===== config.mk =====
export PLATFORM = sky130hd
export DESIGN_NAME = http_response_header_parser_core_flat
export DESIGN_NICKNAME = d
export VERILOG_FILES = /design/src/design/hrhp_pkg.sv /design/src/design/hrhp_in_if.sv /design/src/design/hrhp_out_if.sv /design/src/design/hrhp_in_reg.sv /design/src/design/hrhp_parser.sv /design/src/design/hrhp_out_reg.sv /design/src/design/http_response_header_parser_core.sv /design/src/flat_wrapper.sv
export SDC_FILE = /design/constraint.sdc
export NUM_CORES = 1
export LEC_CHECK = 0
export BUFFER_PORTS_ARGS = -buffer_cell sky130_fd_sc_hd__buf_2
export CORE_ASPECT_RATIO = 2
export CORE_MARGIN = 2
export CORE_UTILIZATION = 57
export DETAILED_ROUTE_END_ITERATION = 8
export GPL_TIMING_DRIVEN = 0
export PLACE_DENSITY = 0.88
export SLEW_MARGIN = 25
export SYNTH_ARGS = -nofsm -noshare
export SYNTH_HDL_FRONTEND = slang
export SYNTH_SLANG_ARGS = --single-unit

===== constraint.sdc =====
create_clock -name clk -period 7.3 [get_ports clk]
set_input_delay 0.73 -clock clk [delete_from_list [all_inputs] [get_ports clk]]
set_output_delay 0.73 -clock clk [all_outputs]
set_load 0.1 [all_outputs]

===== src/design/hrhp_pkg.sv =====
// ----------------------------------------------------------------------------
// hrhp_pkg
// Shared types, codes and constant match strings for the HTTP response head
// parser.
// ----------------------------------------------------------------------------
package hrhp_pkg;

	// Match string lengths
	localparam int MAGIC_N = 5;
	localparam int LEN_N   = 15;
	localparam int TYPE_N  = 13;
	localparam int CLASS_N = 4;
	localparam int CLASS_W = 12;

	// Reset value of the head size limit
	localparam logic [15:0] MAX_HDR_RESET = 16'd4096;

	// Result status codes
	localparam logic [1:0] ST_DONE     = 2'd0;
	localparam logic [1:0] ST_NOT_HTTP = 2'd1;
	localparam logic [1:0] ST_TOO_LONG = 2'd2;

	// Media class codes; known classes follow CT_UNSET in table order
	localparam logic [2:0] CT_UNSET = 3'd0;
	localparam logic [2:0] CT_OTHER = 3'd5;

	localparam logic [7:0] MAGIC_TXT [MAGIC_N] = '{"H", "T", "T", "P", "/"};

	localparam logic [7:0] LEN_TXT [LEN_N] = '{
		"C", "o", "n", "t", "e", "n", "t", "-", "L", "e", "n", "g", "t", "h", ":"
	};

	localparam logic [7:0] TYPE_TXT [TYPE_N] = '{
		"C", "o", "n", "t", "e", "n", "t", "-", "T", "y", "p", "e", ":"
	};

	// Known content classes, padded with NUL past their length
	localparam logic [7:0] CLASS_TXT [CLASS_N][CLASS_W] = '{
		'{"t", "e", "x", "t", "/", "p", "l", "a", "i", "n", 8'h00, 8'h00},
		'{"t", "e", "x", "t", "/", "x", "m", "l", 8'h00, 8'h00, 8'h00, 8'h00},
		'{"t", "e", "x", "t", "/", "h", "t", "m", "l", 8'h00, 8'h00, 8'h00},
		'{"o", "c", "t", "e", "t", "-", "s", "t", "r", "e", "a", "m"}
	};

	localparam logic [4:0] CLASS_LEN [CLASS_N] = '{5'd10, 5'd8, 5'd9, 5'd12};

	// One received beat after the input register
	typedef struct packed {
		logic [7:0] data_byte;
		logic       message_start;
	} beat_t;

	// One result item
	typedef struct packed {
		logic [1:0]         status;
		logic signed [31:0] body_length;
		logic [2:0]         media_class;
		logic [15:0]        header_bytes;
	} result_t;

	function automatic logic [7:0] magic_char(logic [4:0] i);
		if (i < 5'(MAGIC_N)) begin
			return MAGIC_TXT[i[2:0]];
		end
		return 8'h00;
	endfunction

	function automatic logic [7:0] len_char(logic [4:0] i);
		if (i < 5'(LEN_N)) begin
			return LEN_TXT[i[3:0]];
		end
		return 8'h00;
	endfunction

	function automatic logic [7:0] type_char(logic [4:0] i);
		if (i < 5'(TYPE_N)) begin
			return TYPE_TXT[i[3:0]];
		end
		return 8'h00;
	endfunction

	function automatic logic [7:0] class_char(logic [1:0] k, logic [4:0] i);
		if (i < 5'(CLASS_W)) begin
			return CLASS_TXT[k][i[3:0]];
		end
		return 8'h00;
	endfunction

endpackage


===== src/design/hrhp_in_if.sv =====
// ----------------------------------------------------------------------------
// hrhp_in_if
// Valid/ready channel carrying one received byte per beat.
// ----------------------------------------------------------------------------
interface hrhp_in_if;
	logic       valid;
	logic       ready;
	logic [7:0] data_byte;
	logic       message_start;

	modport source (output valid, output data_byte, output message_start, input ready);
	modport sink (input valid, input data_byte, input message_start, output ready);
endinterface


===== src/design/hrhp_out_if.sv =====
// ----------------------------------------------------------------------------
// hrhp_out_if
// Valid/ready channel carrying one parse result per beat.
// ----------------------------------------------------------------------------
interface hrhp_out_if;
	logic               valid;
	logic               ready;
	logic [1:0]         status;
	logic signed [31:0] body_length;
	logic [2:0]         media_class;
	logic [15:0]        header_bytes;

	modport source (
		output valid, output status, output body_length,
		output media_class, output header_bytes, input ready
	);
	modport sink (
		input valid, input status, input body_length,
		input media_class, input header_bytes, output ready
	);
endinterface


===== src/design/hrhp_in_reg.sv =====
// ----------------------------------------------------------------------------
// hrhp_in_reg
// Input register: captures one byte beat and holds it until the parser
// takes it.
// ----------------------------------------------------------------------------
module hrhp_in_reg (
	input  logic           clk,
	input  logic           arst_n,
	hrhp_in_if.sink        data,
	input  logic           advance,
	output logic           valid_s1,
	output hrhp_pkg::beat_t beat_s1
);

	// Accept a beat when the stage is empty or drains this cycle
	assign data.ready = !valid_s1 || advance;

	// Hold valid until the parser consumes the beat
	always_ff @(posedge clk or negedge arst_n) begin
		if (!arst_n) begin
			valid_s1 <= 1'b0;
		end else if (data.ready) begin
			valid_s1 <= data.valid;
		end
	end

	// Capture payload on accept
	always_ff @(posedge clk) begin
		if (data.valid && data.ready) begin
			beat_s1.data_byte     <= data.data_byte;
			beat_s1.message_start <= data.message_start;
		end
	end

endmodule


===== src/design/hrhp_parser.sv =====
// ----------------------------------------------------------------------------
// hrhp_parser
// Per-byte parse state: prefix check, line splitting, header name match,
// Content-Length number scan, Content-Type classing, head size limit.
// ----------------------------------------------------------------------------
module hrhp_parser (
	input  logic              clk,
	input  logic              arst_n,
	input  logic              valid_s1,
	input  hrhp_pkg::beat_t   beat_s1,
	input  logic              cfg_we,
	input  logic [15:0]       cfg_wdata,
	input  logic              slot_free,
	output logic              advance,
	output logic              res_valid,
	output hrhp_pkg::result_t res
);

	typedef enum logic [1:0] {PH_PREFIX, PH_LINES, PH_IDLE} phase_t;
	typedef enum logic [1:0] {K_UNKNOWN, K_LENGTH, K_TYPE, K_OTHER} kind_t;
	typedef enum logic [1:0] {N_PRE, N_SIGN, N_DIGITS, N_DONE} nstage_t;

	typedef struct packed {
		kind_t       kind;
		logic [4:0]  pos;
		logic [1:0]  pflags;
		logic [31:0] acc;
		logic        neg;
		nstage_t     nstage;
		logic        seen;
		logic [3:0]  tflags;
		logic [4:0]  tcount;
		logic        tstop;
	} line_st_t;

	localparam logic [7:0] CH_CR    = 8'h0D;
	localparam logic [7:0] CH_LF    = 8'h0A;
	localparam logic [7:0] CH_TAB   = 8'h09;
	localparam logic [7:0] CH_VT    = 8'h0B;
	localparam logic [7:0] CH_FF    = 8'h0C;
	localparam logic [7:0] CH_SPACE = 8'h20;
	localparam logic [7:0] CH_PLUS  = 8'h2B;
	localparam logic [7:0] CH_MINUS = 8'h2D;
	localparam logic [7:0] CH_ZERO  = 8'h30;
	localparam logic [7:0] CH_NINE  = 8'h39;

	localparam logic [4:0]  POS_MAX   = 5'd31;
	localparam logic [35:0] MAG_CAP   = 36'h080000000;
	localparam logic [31:0] POS_LIMIT = 32'h7FFFFFFF;

	localparam line_st_t MSG_CLEAR = '{
		kind: K_UNKNOWN, pos: 5'd0, pflags: 2'b11, acc: 32'd0, neg: 1'b0,
		nstage: N_PRE, seen: 1'b0, tflags: 4'hF, tcount: 5'd0, tstop: 1'b0
	};

	phase_t      phase_q;
	line_st_t    line_q;
	logic        prev_cr_q;
	logic [31:0] len_res_q;
	logic [2:0]  type_res_q;
	logic [15:0] count_q;
	logic [15:0] max_hdr_q;

	phase_t      phase_d;
	line_st_t    line_d;
	logic        prev_cr_d;
	logic [31:0] len_res_d;
	logic [2:0]  type_res_d;
	logic [15:0] count_d;
	logic        do_line;

	// Fold one ordinary line byte into the line state
	function automatic line_st_t line_byte(line_st_t s, logic [7:0] c);
		line_st_t    n;
		logic [4:0]  pos;
		logic [1:0]  fl;
		logic        digit;
		logic        space;
		logic [35:0] prod;
		logic [31:0] acc_next;
		n     = s;
		pos   = s.pos;
		fl    = s.pflags;
		digit = (c >= CH_ZERO) && (c <= CH_NINE);
		space = (c == CH_SPACE) || (c == CH_TAB) || (c == CH_LF) ||
			(c == CH_VT) || (c == CH_FF) || (c == CH_CR);
		// acc * 10 + digit, saturated to the magnitude of the most negative value
		prod = {1'b0, s.acc, 3'b000} + {3'b000, s.acc, 1'b0} + {32'd0, c[3:0]};
		acc_next = (prod > MAG_CAP) ? MAG_CAP[31:0] : prod[31:0];

		if (s.kind == K_UNKNOWN) begin
			// Narrow the header name candidates
			if (fl[0] && (pos >= 5'(hrhp_pkg::LEN_N) || c != hrhp_pkg::len_char(pos))) begin
				fl[0] = 1'b0;
			end
			if (fl[1] && (pos >= 5'(hrhp_pkg::TYPE_N) || c != hrhp_pkg::type_char(pos))) begin
				fl[1] = 1'b0;
			end
			pos = pos + 5'd1;
			if (fl[0] && pos == 5'(hrhp_pkg::LEN_N)) begin
				n.kind   = K_LENGTH;
				n.acc    = 32'd0;
				n.neg    = 1'b0;
				n.nstage = N_PRE;
				n.seen   = 1'b0;
			end else if (fl[1] && pos == 5'(hrhp_pkg::TYPE_N)) begin
				n.kind   = K_TYPE;
				n.tflags = 4'hF;
				n.tcount = 5'd0;
				n.tstop  = 1'b0;
			end else if (fl == 2'b00) begin
				n.kind = K_OTHER;
			end
			n.pos    = pos;
			n.pflags = fl;
		end else if (s.kind == K_LENGTH) begin
			// Scan blanks, sign, then digits up to the first non-digit
			unique case (s.nstage)
				N_PRE: begin
					if (space) begin
						n.nstage = N_PRE;
					end else if (c == CH_PLUS || c == CH_MINUS) begin
						n.neg    = (c == CH_MINUS);
						n.nstage = N_SIGN;
					end else if (digit) begin
						n.acc    = acc_next;
						n.seen   = 1'b1;
						n.nstage = N_DIGITS;
					end else begin
						n.nstage = N_DONE;
					end
				end
				N_SIGN, N_DIGITS: begin
					if (digit) begin
						n.acc    = acc_next;
						n.seen   = 1'b1;
						n.nstage = N_DIGITS;
					end else begin
						n.nstage = N_DONE;
					end
				end
				N_DONE: begin
					n.nstage = N_DONE;
				end
				default: begin
					n.nstage = N_DONE;
				end
			endcase
		end else if (s.kind == K_TYPE && !s.tstop) begin
			// Match the value against the known classes, skipping spaces
			if (c == CH_CR || c == CH_LF) begin
				n.tstop = 1'b1;
			end else if (c != CH_SPACE) begin
				for (int k = 0; k < hrhp_pkg::CLASS_N; k++) begin
					if (s.tflags[k] && (s.tcount >= hrhp_pkg::CLASS_LEN[2'(k)] ||
						c != hrhp_pkg::class_char(2'(k), s.tcount))) begin
						n.tflags[k] = 1'b0;
					end
				end
				if (s.tcount < POS_MAX) begin
					n.tcount = s.tcount + 5'd1;
				end
			end
		end
		return n;
	endfunction

	// Next state and result for the beat in the input register
	always_comb begin
		phase_d    = phase_q;
		line_d     = line_q;
		prev_cr_d  = prev_cr_q;
		len_res_d  = len_res_q;
		type_res_d = type_res_q;
		count_d    = count_q;
		res_valid  = 1'b0;
		res.status = hrhp_pkg::ST_DONE;
		do_line    = 1'b0;

		if (beat_s1.message_start) begin
			phase_d    = PH_PREFIX;
			line_d     = MSG_CLEAR;
			prev_cr_d  = 1'b0;
			len_res_d  = 32'hFFFFFFFF;
			type_res_d = hrhp_pkg::CT_UNSET;
			count_d    = 16'd0;
		end

		if (phase_d == PH_PREFIX || phase_d == PH_LINES) begin
			if (count_d >= max_hdr_q) begin
				res_valid  = 1'b1;
				res.status = hrhp_pkg::ST_TOO_LONG;
				phase_d    = PH_IDLE;
			end else begin
				count_d = count_d + 16'd1;
				if (phase_d == PH_PREFIX) begin
					// Check the HTTP/ prefix
					if (line_d.pos >= 5'(hrhp_pkg::MAGIC_N) ||
						beat_s1.data_byte != hrhp_pkg::magic_char(line_d.pos)) begin
						res_valid  = 1'b1;
						res.status = hrhp_pkg::ST_NOT_HTTP;
						phase_d    = PH_IDLE;
					end else begin
						line_d.pos = line_d.pos + 5'd1;
						if (line_d.pos == 5'(hrhp_pkg::MAGIC_N)) begin
							phase_d     = PH_LINES;
							line_d.kind = K_OTHER;
						end
					end
				end else begin
					do_line = 1'b1;
					if (prev_cr_d) begin
						prev_cr_d = 1'b0;
						if (beat_s1.data_byte == CH_LF) begin
							do_line = 1'b0;
							if (line_d.pos == 5'd0) begin
								// Blank line ends the head
								res_valid  = 1'b1;
								res.status = hrhp_pkg::ST_DONE;
								phase_d    = PH_IDLE;
							end else begin
								// Close the line and commit its header value
								if (line_d.kind == K_LENGTH && line_d.seen) begin
									if (line_d.neg) begin
										len_res_d = 32'd0 - line_d.acc;
									end else begin
										len_res_d = (line_d.acc > POS_LIMIT) ?
											POS_LIMIT : line_d.acc;
									end
								end else if (line_d.kind == K_TYPE) begin
									type_res_d = hrhp_pkg::CT_OTHER;
									for (int k = hrhp_pkg::CLASS_N - 1; k >= 0; k--) begin
										if (line_d.tflags[k] &&
											line_d.tcount == hrhp_pkg::CLASS_LEN[2'(k)]) begin
											type_res_d = 3'(k) + 3'd1;
										end
									end
								end
								line_d.pos    = 5'd0;
								line_d.kind   = K_UNKNOWN;
								line_d.pflags = 2'b11;
							end
						end else begin
							// Lone CR is an ordinary line byte
							line_d = line_byte(line_d, CH_CR);
						end
					end
					if (do_line) begin
						if (beat_s1.data_byte == CH_CR) begin
							prev_cr_d = 1'b1;
						end else begin
							line_d = line_byte(line_d, beat_s1.data_byte);
						end
					end
				end
			end
		end

		res.body_length  = len_res_d;
		res.media_class  = type_res_d;
		res.header_bytes = count_d;
	end

	// Take the beat unless it makes a result and the output slot is busy
	assign advance = valid_s1 && (!res_valid || slot_free);

	// Hold parse state; advance on each consumed beat
	always_ff @(posedge clk or negedge arst_n) begin
		if (!arst_n) begin
			phase_q    <= PH_PREFIX;
			line_q     <= MSG_CLEAR;
			prev_cr_q  <= 1'b0;
			len_res_q  <= 32'hFFFFFFFF;
			type_res_q <= hrhp_pkg::CT_UNSET;
			count_q    <= 16'd0;
		end else if (advance) begin
			phase_q    <= phase_d;
			line_q     <= line_d;
			prev_cr_q  <= prev_cr_d;
			len_res_q  <= len_res_d;
			type_res_q <= type_res_d;
			count_q    <= count_d;
		end
	end

	// Head size limit register
	always_ff @(posedge clk or negedge arst_n) begin
		if (!arst_n) begin
			max_hdr_q <= hrhp_pkg::MAX_HDR_RESET;
		end else if (cfg_we) begin
			max_hdr_q <= cfg_wdata;
		end
	end

	// A delivered result parks the parser until the next message
	a_idle_after_result: assert property (@(posedge clk) disable iff (!arst_n)
		(advance && res_valid) |=> (phase_q == PH_IDLE))
		else $error("parser not idle after a result");

	// Name matching settles by the end of the longest header name
	a_pos_bound: assert property (@(posedge clk) disable iff (!arst_n)
		line_q.pos <= 5'd16)
		else $error("line position past header name range");

	// During the prefix check only the prefix index moves
	a_prefix_state: assert property (@(posedge clk) disable iff (!arst_n)
		(phase_q == PH_PREFIX) |-> (line_q.pos < 5'd5 && line_q.kind == K_UNKNOWN))
		else $error("bad line state during prefix check");

	// A digit seen means the scan is in or past the digit run
	a_seen_stage: assert property (@(posedge clk) disable iff (!arst_n)
		line_q.seen |-> (line_q.nstage == N_DIGITS || line_q.nstage == N_DONE))
		else $error("digit flag set outside digit run");

endmodule


===== src/design/hrhp_out_reg.sv =====
// ----------------------------------------------------------------------------
// hrhp_out_reg
// Result register: holds one result beat until the sink takes it.
// ----------------------------------------------------------------------------
module hrhp_out_reg (
	input  logic              clk,
	input  logic              arst_n,
	input  logic              load,
	input  hrhp_pkg::result_t res,
	output logic              slot_free,
	hrhp_out_if.source        result
);

	logic              valid_q;
	hrhp_pkg::result_t res_q;

	// Slot is free when empty or drained this cycle
	assign slot_free = !valid_q || result.ready;

	always_ff @(posedge clk or negedge arst_n) begin
		if (!arst_n) begin
			valid_q <= 1'b0;
		end else if (load) begin
			valid_q <= 1'b1;
		end else if (result.ready) begin
			valid_q <= 1'b0;
		end
	end

	// Capture the result payload
	always_ff @(posedge clk) begin
		if (load) begin
			res_q <= res;
		end
	end

	assign result.valid        = valid_q;
	assign result.status       = res_q.status;
	assign result.body_length  = res_q.body_length;
	assign result.media_class  = res_q.media_class;
	assign result.header_bytes = res_q.header_bytes;

endmodule


===== src/design/http_response_header_parser_core.sv =====
// ----------------------------------------------------------------------------
// http_response_header_parser_core
// Byte-serial HTTP response head parser with one result per message.
// ----------------------------------------------------------------------------
// Takes one response byte per clock except while stalled as described below:
// each accepted byte is registered, then updates the parser state. A result
// (head complete, not an HTTP message, or head too long) is loaded into the
// output register when the parser consumes the byte that caused it, and is
// held until taken; input is stalled only when a new result is due while
// the previous one still waits there. Bytes after a result are dropped until
// a beat with message_start set. max_header_bytes is written through
// cfg_we/cfg_wdata and resets to 4096.
module http_response_header_parser_core (
	input  logic        clk,
	input  logic        arst_n,
	hrhp_in_if.sink     data,
	hrhp_out_if.source  result,
	input  logic        cfg_we,
	input  logic [15:0] cfg_wdata
);

	logic              valid_s1;
	hrhp_pkg::beat_t   beat_s1;
	logic              advance;
	logic              res_valid;
	hrhp_pkg::result_t res;
	logic              slot_free;

	// Register the incoming byte beat
	hrhp_in_reg u_in_reg (
		.clk      (clk),
		.arst_n   (arst_n),
		.data     (data),
		.advance  (advance),
		.valid_s1 (valid_s1),
		.beat_s1  (beat_s1)
	);

	// Update parse state and form the result
	hrhp_parser u_parser (
		.clk       (clk),
		.arst_n    (arst_n),
		.valid_s1  (valid_s1),
		.beat_s1   (beat_s1),
		.cfg_we    (cfg_we),
		.cfg_wdata (cfg_wdata),
		.slot_free (slot_free),
		.advance   (advance),
		.res_valid (res_valid),
		.res       (res)
	);

	// Hold the result for the sink
	hrhp_out_reg u_out_reg (
		.clk       (clk),
		.arst_n    (arst_n),
		.load      (advance && res_valid),
		.res       (res),
		.slot_free (slot_free),
		.result    (result)
	);

endmodule

===== src/flat_wrapper.sv =====
// flat-port wrapper written by rule: the top's interface ports become plain ports
module http_response_header_parser_core_flat 
  (clk, arst_n, cfg_we, cfg_wdata, data_valid, data_data_byte, data_message_start, data_ready, result_valid, result_status, result_body_length, result_media_class, result_header_bytes, result_ready);
  hrhp_in_if data_i ();
  hrhp_out_if result_i ();
  input  logic clk;
  input  logic arst_n;
  input  logic cfg_we;
  input  logic [15:0] cfg_wdata;
  input wire logic [$bits(data_i.valid)-1:0] data_valid;
  input wire logic [$bits(data_i.data_byte)-1:0] data_data_byte;
  input wire logic [$bits(data_i.message_start)-1:0] data_message_start;
  output wire logic [$bits(data_i.ready)-1:0] data_ready;
  output wire logic [$bits(result_i.valid)-1:0] result_valid;
  output wire logic [$bits(result_i.status)-1:0] result_status;
  output wire logic [$bits(result_i.body_length)-1:0] result_body_length;
  output wire logic [$bits(result_i.media_class)-1:0] result_media_class;
  output wire logic [$bits(result_i.header_bytes)-1:0] result_header_bytes;
  input wire logic [$bits(result_i.ready)-1:0] result_ready;
  assign data_i.valid = data_valid;
  assign data_i.data_byte = data_data_byte;
  assign data_i.message_start = data_message_start;
  assign data_ready = data_i.ready;
  assign result_valid = result_i.valid;
  assign result_status = result_i.status;
  assign result_body_length = result_i.body_length;
  assign result_media_class = result_i.media_class;
  assign result_header_bytes = result_i.header_bytes;
  assign result_i.ready = result_ready;
  http_response_header_parser_core u_core (.clk(clk), .arst_n(arst_n), .data(data_i), .result(result_i), .cfg_we(cfg_we), .cfg_wdata(cfg_wdata));
endmodule

==> results.sh <==
export IMPL_path_cells="buf_2 -> clkinvlp_4 -> clkbuf_4 -> clkbuf_4 -> nand2_1 -> fa_1 -> fa_1 -> nor2b_1 -> o211ai_1 -> a2111oi_2 -> nor4b_2 -> a211o_1 -> o311ai_1 -> nand4_1 -> nor4_2 -> nor2_1 -> nor2_2 -> buf_2 -> nand3_1 -> o21ai_0"
export IMPL_grt_pass1_wl_mm=86.0
export IMPL_post_synth_cell_area_avg_um2=8.21
export IMPL_pin_count=85
export IMPL_p_leak_nw=7.08
export IMPL_status="finished, final reports clean"
export IMPL_synth_edf_count=62
export IMPL_core_rowCount=83
export IMPL_r2r_start="u_core.u_in_reg.beat_s1[0]"
export IMPL_slew_violations=0
export IMPL_hold_viol_final=0
export IMPL_crit_fanout=23
export IMPL_max_slew_margin_rel_pct=25.7
export IMPL_skew_ns=0.0182
export IMPL_dp_hpwl_mm=42.7
export IMPL_ir_drop_v=0.000194
export IMPL_total_power_mw=3.53
export IMPL_yosysSeqAreaShare_pct=34.1
export IMPL_final_cell_mix="nand2_1, o21ai_0, nor2_1"
export IMPL_synthTopCellsByArea="dfrtp_1, edfxtp_1, ha_1, nand2_1, dfstp_2"
export IMPL_place_area_um2=15800
export IMPL_yosysTopAreaCellShare_pct=14.8
export IMPL_vias_per_cell=6.80
export IMPL_rsz0062_at_grt="no"
export IMPL_antenna_found_initial=1
export IMPL_clk_latency_ns=0.47
export IMPL_num_vias=15400
export IMPL_cts_tree="done"
export IMPL_ant_nets=0
export IMPL_final_core_util_pct=64.4
export IMPL_cts_root_buf="clkbuf_16"
export IMPL_stdcell_area_um2=16500
export IMPL_whs_ns=0.169
export IMPL_max_stage_delay_ns=0.65
export IMPL_die_area_um2=27500
export IMPL_grt_pass1_vias=15800
export IMPL_yosysUniqueCellTypes=101
export IMPL_regArea_um2=5090
export IMPL_cts_clk_slew_worst_paths_ns=0.08
export IMPL_end_kind="flop"
export IMPL_ys_flop_type="dfrtp_1"
export IMPL_globalplace_congestion=1.10
export IMPL_tns_ns=0
export IMPL_n_fill_cell=2172
export IMPL_maxCapViolCount=0
export IMPL_max_clock_freq_mhz=144
export IMPL_yosys_area_top_type="dfrtp_1"
export IMPL_wl_per_cell_um=24.5
export IMPL_setup_viol=0
export IMPL_die_h_um=233
export IMPL_cts_sinks=189
export IMPL_syn_num_nets=1948
export IMPL_yosysWarningCount=0
export IMPL_hold_path_class="in2async"
export IMPL_routed_wl_mm=55.6
export IMPL_tightest_slew_ns=1.11
export IMPL_track_usage_pct=40.9
export IMPL_cts_setup_buffers=0
export IMPL_ys_seq_elements=189
export IMPL_initial_core_util_pct=58.1
export IMPL_arrival_ns=7.31
export IMPL_h_tree_depth=4
export IMPL_syn_to_final_growth_pct=10.8
export IMPL_layout_nets=2045
export IMPL_core_um2=25700
export IMPL_layout_commonest_cell="nand2_1"
export IMPL_min_period_ns=6.94
export IMPL_drt_first_pass_iters=6
export IMPL_crit_start="u_core.u_in_reg.beat_s1[0]"
export IMPL_overflow=0
export IMPL_critical_path_required_ns=7.68
export IMPL_port_buffers=84
export IMPL_drt_iter0_markers=1550
export IMPL_multi_input_area_um2=9150
export IMPL_fin_cells=2267
export IMPL_drc=0
export IMPL_cts_buffers=17
export IMPL_grt_max_degree=79
export IMPL_period_share_pct=95.0
export IMPL_syn_cell_area_um2=14900
export IMPL_cts_buffer_depth=2
export IMPL_path_class="reg2reg"
export IMPL_dp_cells=2242
export IMPL_drive_gt1_share_pct=13.6
export IMPL_start_kind="flop"
export IMPL_cpMaxStageDelayCell="a2111oi_2"
export IMPL_async_reset_ff_share_pct=67.2
export IMPL_worst_slack_ns=0.363
export IMPL_fp_dieW_um=118
export IMPL_place_ws_ns=-2.92
export IMPL_powerDensity_nw_per_um2=214
export IMPL_syn_inst=1816
[worst paths after layout]
kind / endpoint / slack [ns] / depth (start not counted)
max reg2reg: u_core.u_parser.line_q[40] / 0.36 / 20
max in group asynchronous: u_core.u_parser.len_res_q[4] / 6.36 / 2
min in group clk: u_core.u_in_reg.beat_s1[3] / 0.44 / 1
min reg2reg: u_core.u_parser.len_res_q[20] / 0.46 / 2
min: u_core.u_parser.max_hdr_q[2] / 0.17 / 1
max: u_core.u_parser.line_q[40] / 0.36 / 20
[Yosys cell counts, types with 25 or more instances]
library cell / count
inv_1: 88
nor2b_1: 46
o21ai_0: 151
a21o_1: 25
nor2_1: 136
nand3_1: 41
dfrtp_1: 88
a21oi_1: 103
xnor2_1: 38
nor3_1: 43
nand2_1: 301
ha_1: 100
a31oi_1: 39
dfstp_2: 39
edfxtp_1: 62
clkbuf_1: 51
[routing by layer]
metal  vias to the layer above  share of wire, %  GRT usage, %
li1                       6806                 -             -
met1                      7265                31          38.4
met2                       956                49          70.5
met3                       392               7.1          7.92
met4                         0                13          44.1
met5                         -                 0             0
[where the power goes]
group | switching [mW] | internal (mW)
sequential | 0.0899 | 1.25
clock | 0.501 | 0.506
combinational | 0.869 | 0.321
total | 1.46 | 2.07
[repair_timing]
action,4_1_cts,5_1_grt
endpoints found under the setup margin,221,25
endpoints found under the hold margin,0,0
resized for setup,15,8
hold buffers,0,0
[critical path, delay by kind of cell (launching register included)]
kind / cells / cell delay [ns]
buffers and inverters: 5 / 1.85
AOI/OAI and AO/OA: 5 / 1.74
and+or+nand+nor: 8 / 1.97
adders and majority gates: 2 / 0.94
DFF: 1 / 0.32
[cells by family after synthesis]
family / synth area share, %
flops: 34.1
simple gates: 23.3
mux: 1.93
buf+inv: 5.03
compound gates: 23.2
fa+ha+maj: 8.66
xor+xnor: 3.75
[registers in the layout (all words and copies together) (netlist names), 2 cells and up]
signal	cells
u_core.u_out_reg.result.header_bytes	16
u_core.u_parser.line_q	55
u_core.u_parser.len_res_q	32
u_core.u_out_reg.result.status	2
u_core.u_in_reg.beat_s1	9
u_core.u_parser.max_hdr_q	16
u_core.u_out_reg.result.body_length	32
u_core.u_out_reg.result.media_class	3
u_core.u_parser.count_q	16
u_core.u_parser.type_res_q	3
u_core.u_parser.phase_q	2
[layout make-up]
type                            count  area share (%)
Inverter                           90            2.07
Timing Repair Buffer               86            2.89
Antenna cell                        1          0.0151
Clock buffer                       19            2.88
Multi-Input combinational cell   1448            55.4
Tap cell                          340            2.57
Clock inverter                     13           0.977
Sequential cell                   189            30.8
Buffer                             81            2.45
(Power assumes the default switching activity.)
